$ cat config.mk
export PLATFORM = sky130hd
export DESIGN_NAME = pn2d_fifo
export DESIGN_NICKNAME = d
export VERILOG_FILES = /design/src/rtl/pn2d_fifo.sv
export SDC_FILE = /design/constraint.sdc
export NUM_CORES = 1
export LEC_CHECK = 0
export BUFFER_PORTS_ARGS = -buffer_cell sky130_fd_sc_hd__buf_4
export CORE_ASPECT_RATIO = 0.75
export CORE_MARGIN = 1.5
export CORE_UTILIZATION = 59
export DETAILED_ROUTE_END_ITERATION = 6
export PLACE_DENSITY_LB_ADDON = 0.25
export SYNTH_ARGS = -nofsm -noshare
export SYNTH_HDL_FRONTEND = slang
export SYNTH_SLANG_ARGS = --single-unit
$ cat constraint.sdc
create_clock -name clock -period 3.77 [get_ports clock]
set_input_delay 0.754 -clock clock [delete_from_list [all_inputs] [get_ports clock]]
set_output_delay 0.754 -clock clock [all_outputs]
set_load 0.02 [all_outputs]
$ cat src/rtl/pn2d_fifo.sv
// Short queue between the front and back of the sampler and at
// its output. Depends on nothing but its parameters.
module pn2d_fifo #(
   parameter int WIDTH = 8,
   parameter int DEPTH = 4
) (
   input  logic             clock,
   input  logic             reset,
   input  logic             push,
   input  logic [WIDTH-1:0] push_data,
   output logic             full,
   input  logic             pop,
   output logic [WIDTH-1:0] pop_data,
   output logic             empty
);
   localparam int AW = $clog2(DEPTH);
   logic [WIDTH-1:0] q_ff [DEPTH];
   logic [AW-1:0] wp_ff, rp_ff;
   logic [AW:0]   cnt_ff;
   assign full     = cnt_ff == (AW+1)'(DEPTH);
   assign empty    = cnt_ff == '0;
   assign pop_data = q_ff[rp_ff];
   always_ff @(posedge clock) begin
      if (push) q_ff[wp_ff] <= push_data;
      if (reset) begin
         wp_ff  <= '0;
         rp_ff  <= '0;
         cnt_ff <= '0;
      end else begin
         if (push) wp_ff <= (wp_ff == AW'(DEPTH-1)) ? '0 : wp_ff + 1'b1;
         if (pop)  rp_ff <= (rp_ff == AW'(DEPTH-1)) ? '0 : rp_ff + 1'b1;
         cnt_ff <= cnt_ff + (AW+1)'(push) - (AW+1)'(pop);
      end
   end
endmodule

# After elaboration in Yosys (flattened, before gate mapping)
# Memory sizes are Yosys's and may differ from the RTL's. A register that Yosys moved wholly into a read port is not among the register bits.
# Cells that the tools add are included.
[totals] regBits=7 ramBits=32 output_inout_bits=10 wordCells=18 mem_count=1
[mem_list] memory="q_ff" words=4 width=8 rd=1 rd_clocked_by_memory_dff=1 wr=1 line_no="17" source="logic [WIDTH-1:0] q_ff [DEPTH];"
[op_classes] addsub=4 n_eq_ne=3 mux=6 reduce_logical=1
[op_table] op="two-way mux 2 bit" n=4
[op_table] op="adder 2 x 1 -> 2 bit (second input constant)" n=2
[op_table] op="equality test 2 bit (second input constant)" n=2
[op_table] op="adder 3 x 1 -> 3 bit" n=1
[op_table] op="equality test 3 bit (second input constant)" n=1
[op_table] op="logical NOT 3 bit" n=1
[op_table] op="subtractor 3 x 1 -> 3 bit" n=1
[op_table] op="two-way mux 1 bit" n=2

# Longest topological paths before layout
[logic_depth] ltp_word=4 mapped_depth=7 depth_no_buf=7

# Worst setup path before layout
# Ideal clock, no wire load.
[synth_timing] kind="input to register" startpoint="in pop" endpoint="reg cnt_ff[2]" arrival_time_ps=1795 setup_slack_ps=1864 cell_stages=6 cell_sequence="ha_1 inv_1 ha_1 fa_1 xor3_1 nor2_1"
[synth_between] elab_chain_cells=1
[synth_rtl] item="from (decl)" line_no="12" source="input logic pop,"
[synth_rtl] item="subtractor 3 x 1 -> 3 bit" line_no="32" source="cnt_ff <= cnt_ff + (AW+1)'(push) - (AW+1)'(pop);"
[synth_rtl] item="to (signal assigned)" line_no="32"
[synth_rtl] item="to (decl)" line_no="19" source="logic [AW:0] cnt_ff;"
# No other way between the ends.
# A chain may end at the register's enable or synchronous reset.

==> metrics.cfg <==
[logic_synthesis]
synth.net_count=105
yosysSeqAreaShare=0.7081
yosysWarnings=0
synth_area_um2=1612
syn_inst=85
synth_edf_count=32
ys.flop_type=edfxtp_1
synth-seq-cells=41
async_reset_ff_frac=0
syn_area_per_cell_um2=18.96
synth_cell_types=18

[job]
maxCapViolations=0

[worst_hold_path]
holdPathEnd=rp_ff[1]$_SDFFE_PP0P_
hold_path.class=reg2reg
hp-start=rp_ff[1]$_SDFFE_PP0P_
hold_depth=2

[floorplan]
boundaryPins=22
fp-row-count=16
die_w_um=63.35
initial_core_util=0.6192
core-area_um2=2603
die_y_um=48.26
die-area_um2=3057

[final_layout]
area_growth_pct=16.85
drive_gt1_frac=0.3214
post-route-cell-area_um2=1883
n_antenna_cell=0
nets=131

[grt]
grt_pass1_vias=740
grt_max_degree=13
grt_antenna_before_repair=0
overflow=0
grt_pass1_wl_mm=3.767
grt_usage=0.1891

[clock_network]
clock-sinks=41
clk_pin_slew_worst_paths_ns=0.12
clockRootBuffer=clkbuf_4
cts_tree=yes
ctsHoldBuffers=0
cts_setup_buffers=0
clock_path_buffers=2
htreeDepth=2
cts_made_buffers=5
ctsResizeCount=0
clk_latency_ns=0.34

[detailed_routing]
dr.pass1.iters=4
vias=777
drt-total-wl_mm=2.589
drt_first_iter_violations=32
drcViolationCount=0
drtAntennaViolNets=0
wl_per_cell_um=17.49
viasPerCell=5.250

[worst_setup_path]
worstPathArrival_ns=1.77
r2r_end=cnt_ff[2]$_SDFF_PP0_
crit_chain=mux4_2 > buf_4
r2r-start=cnt_ff[0]$_SDFF_PP0_
cp.required_ns=3.02
max_stage_delay_ns=0.68
start_kind=register
slowest_stage=dfxtp_1
critPathKind=reg2out
cp-end-kind=primary output
crit_fanout=8
cp_top_family=flip-flops
r2r_cells=7
cp_num_buf_inv=1
ff2ff_setup_slack_ns=2.16

[placement]
hpwl_mm=1.677
port_buffers=21
gp_congestion=0.6511
place_area_um2=1798

[sta]
skew_ns=0.004693
setup_viol=0
finalSetupTns_ns=0
slew_viol_final=0
finalCritPeriodShare=0.6703
worstMarginPinSlew_ns=0.5380
rsz0062_at_grt=false
period_needed_ns=2.527
relSlewSlack=0.6408
fmax_mhz=395.7
hold_viol_final=0

[power_and_ir_drop]
leakage_uw=0.0007079
irDropWorstVdd_v=0.0003744
power_density_nw_per_um2=521.5

[outcome]
status=finished, final reports clean

-- synthesized netlist by cell type (2+ instances only) --
master / n / area [µm²]
or3b_1: 2 / 17.52
a21oi_1: 2 / 10.01
dfxtp_1: 9 / 180.2
ha_1: 7 / 87.58
nand2b_1: 2 / 12.51
and2_1: 4 / 25.02
mux2i_1: 2 / 20.02
nor2_1: 3 / 11.26
inv_1: 6 / 22.52
edfxtp_1: 32 / 960.9
nor2b_1: 2 / 12.51
mux4_2: 8 / 180.2
-- worst reg2reg max path, cell delays in order (launching register included) --
cell	delay, ns
dfxtp_1	0.35
inv_1	0.06
ha_1	0.27
inv_1	0.04
ha_1	0.19
fa_1	0.37
xor3_1	0.20
nor2_1	0.04
-- per-layer routing --
metal / routed length (µm) / vias to the layer above / GRT usage / part of all wire
met5: 0 / - / 0 / 0
met4: 31 / 0 / 0.1304 / 0.012
met3: 117 / 2 / 0.06236 / 0.045
met2: 1281 / 20 / 0.3074 / 0.49
met1: 1159 / 384 / 0.2273 / 0.45
li1: - / 371 / - / -
-- worst max path at each step --
stage	start	endpoint	slack, ns	cells after the start
floorplan	pop	cnt_ff[2]$_SDFF_PP0_	1.86	6
global placement	register	pop_data[4]	1.59	2
detailed placement	register	pop_data[4]	1.61	2
CTS	register	pop_data[4]	1.19	2
global route	register	pop_data[4]	1.09	2
finish	register	pop_data[4]	1.24	2
-- flip-flops by register name (all words and copies together) (netlist names), named ones only --
signal / flops
cnt_ff: 3
q_ff: 32
wp_ff: 2
rp_ff: 2
-- cell families (layout without fill, tap and decap cells) --
| kind of cell | Yosys count | in the layout | synth area share |
|---|---|---|---|
| flip-flops | 41 | 41 | 0.7081 |
| AO/OA/AOI/OAI | 2 | 2 | 0.006211 |
| multiplexers | 10 | 10 | 0.1242 |
| adder cells (fa/ha/maj) | 8 | 8 | 0.06677 |
| AND/OR/NAND/NOR | 15 | 15 | 0.05590 |
| buffers and inverters | 8 | 35 | 0.02406 |
| XOR/XNOR | 1 | 1 | 0.01475 |
-- stage by stage --
stage / setup slack [ns] / utilization / instances / hold slack, ns / power, µW
after global routing: 1.088 / 0.7236 / 148 / 0.5740 / 1023
after floorplan: 1.864 / - / 85 / 0.4690 / 639.9
final: 1.243 / 0.7236 / 148 / 0.5536 / 982.0
after global placement: 1.594 / 0.6909 / 140 / 0.4941 / 689.1
after CTS: 1.192 / 0.7236 / 148 / 0.5478 / 989.3
after detailed placement: 1.611 / 0.6909 / 140 / 0.5249 / 697.4
-- area by class of cell --
type	instances	area [µm²]
sequential	41	1141
clock buffer	7	55.05
inverter	6	22.52
tap	36	45.04
timing repair buffer	21	157.7
fill	172	719.4
clock inverter	1	30.03
multi-input combinational	36	431.7
-- where the power goes --
part	switching (µW)	total, µW	internal [µW]
logic	70.4	152	81.7
registers	19.3	534	515
clock network	137	295	158
total	227	982	755
-- placed cells by master, fill, tap and decap left out, types with 2 or more instances in the layout --
| master | netlist | final |
|---|---|---|
| a21oi_1 | 2 | 2 |
| and2_1 | 4 | 4 |
| buf_4 | 0 | 21 |
| clkbuf_4 | 0 | 5 |
| dfxtp_1 | 9 | 9 |
| edfxtp_1 | 32 | 32 |
| ha_1 | 7 | 7 |
| inv_1 | 6 | 6 |
| mux2i_1 | 2 | 2 |
| mux4_2 | 8 | 8 |
| nand2b_1 | 2 | 2 |
| nor2_1 | 3 | 3 |
| nor2b_1 | 2 | 2 |
| or3b_1 | 2 | 2 |
Note: power is estimated with default switching activity, not from simulation.
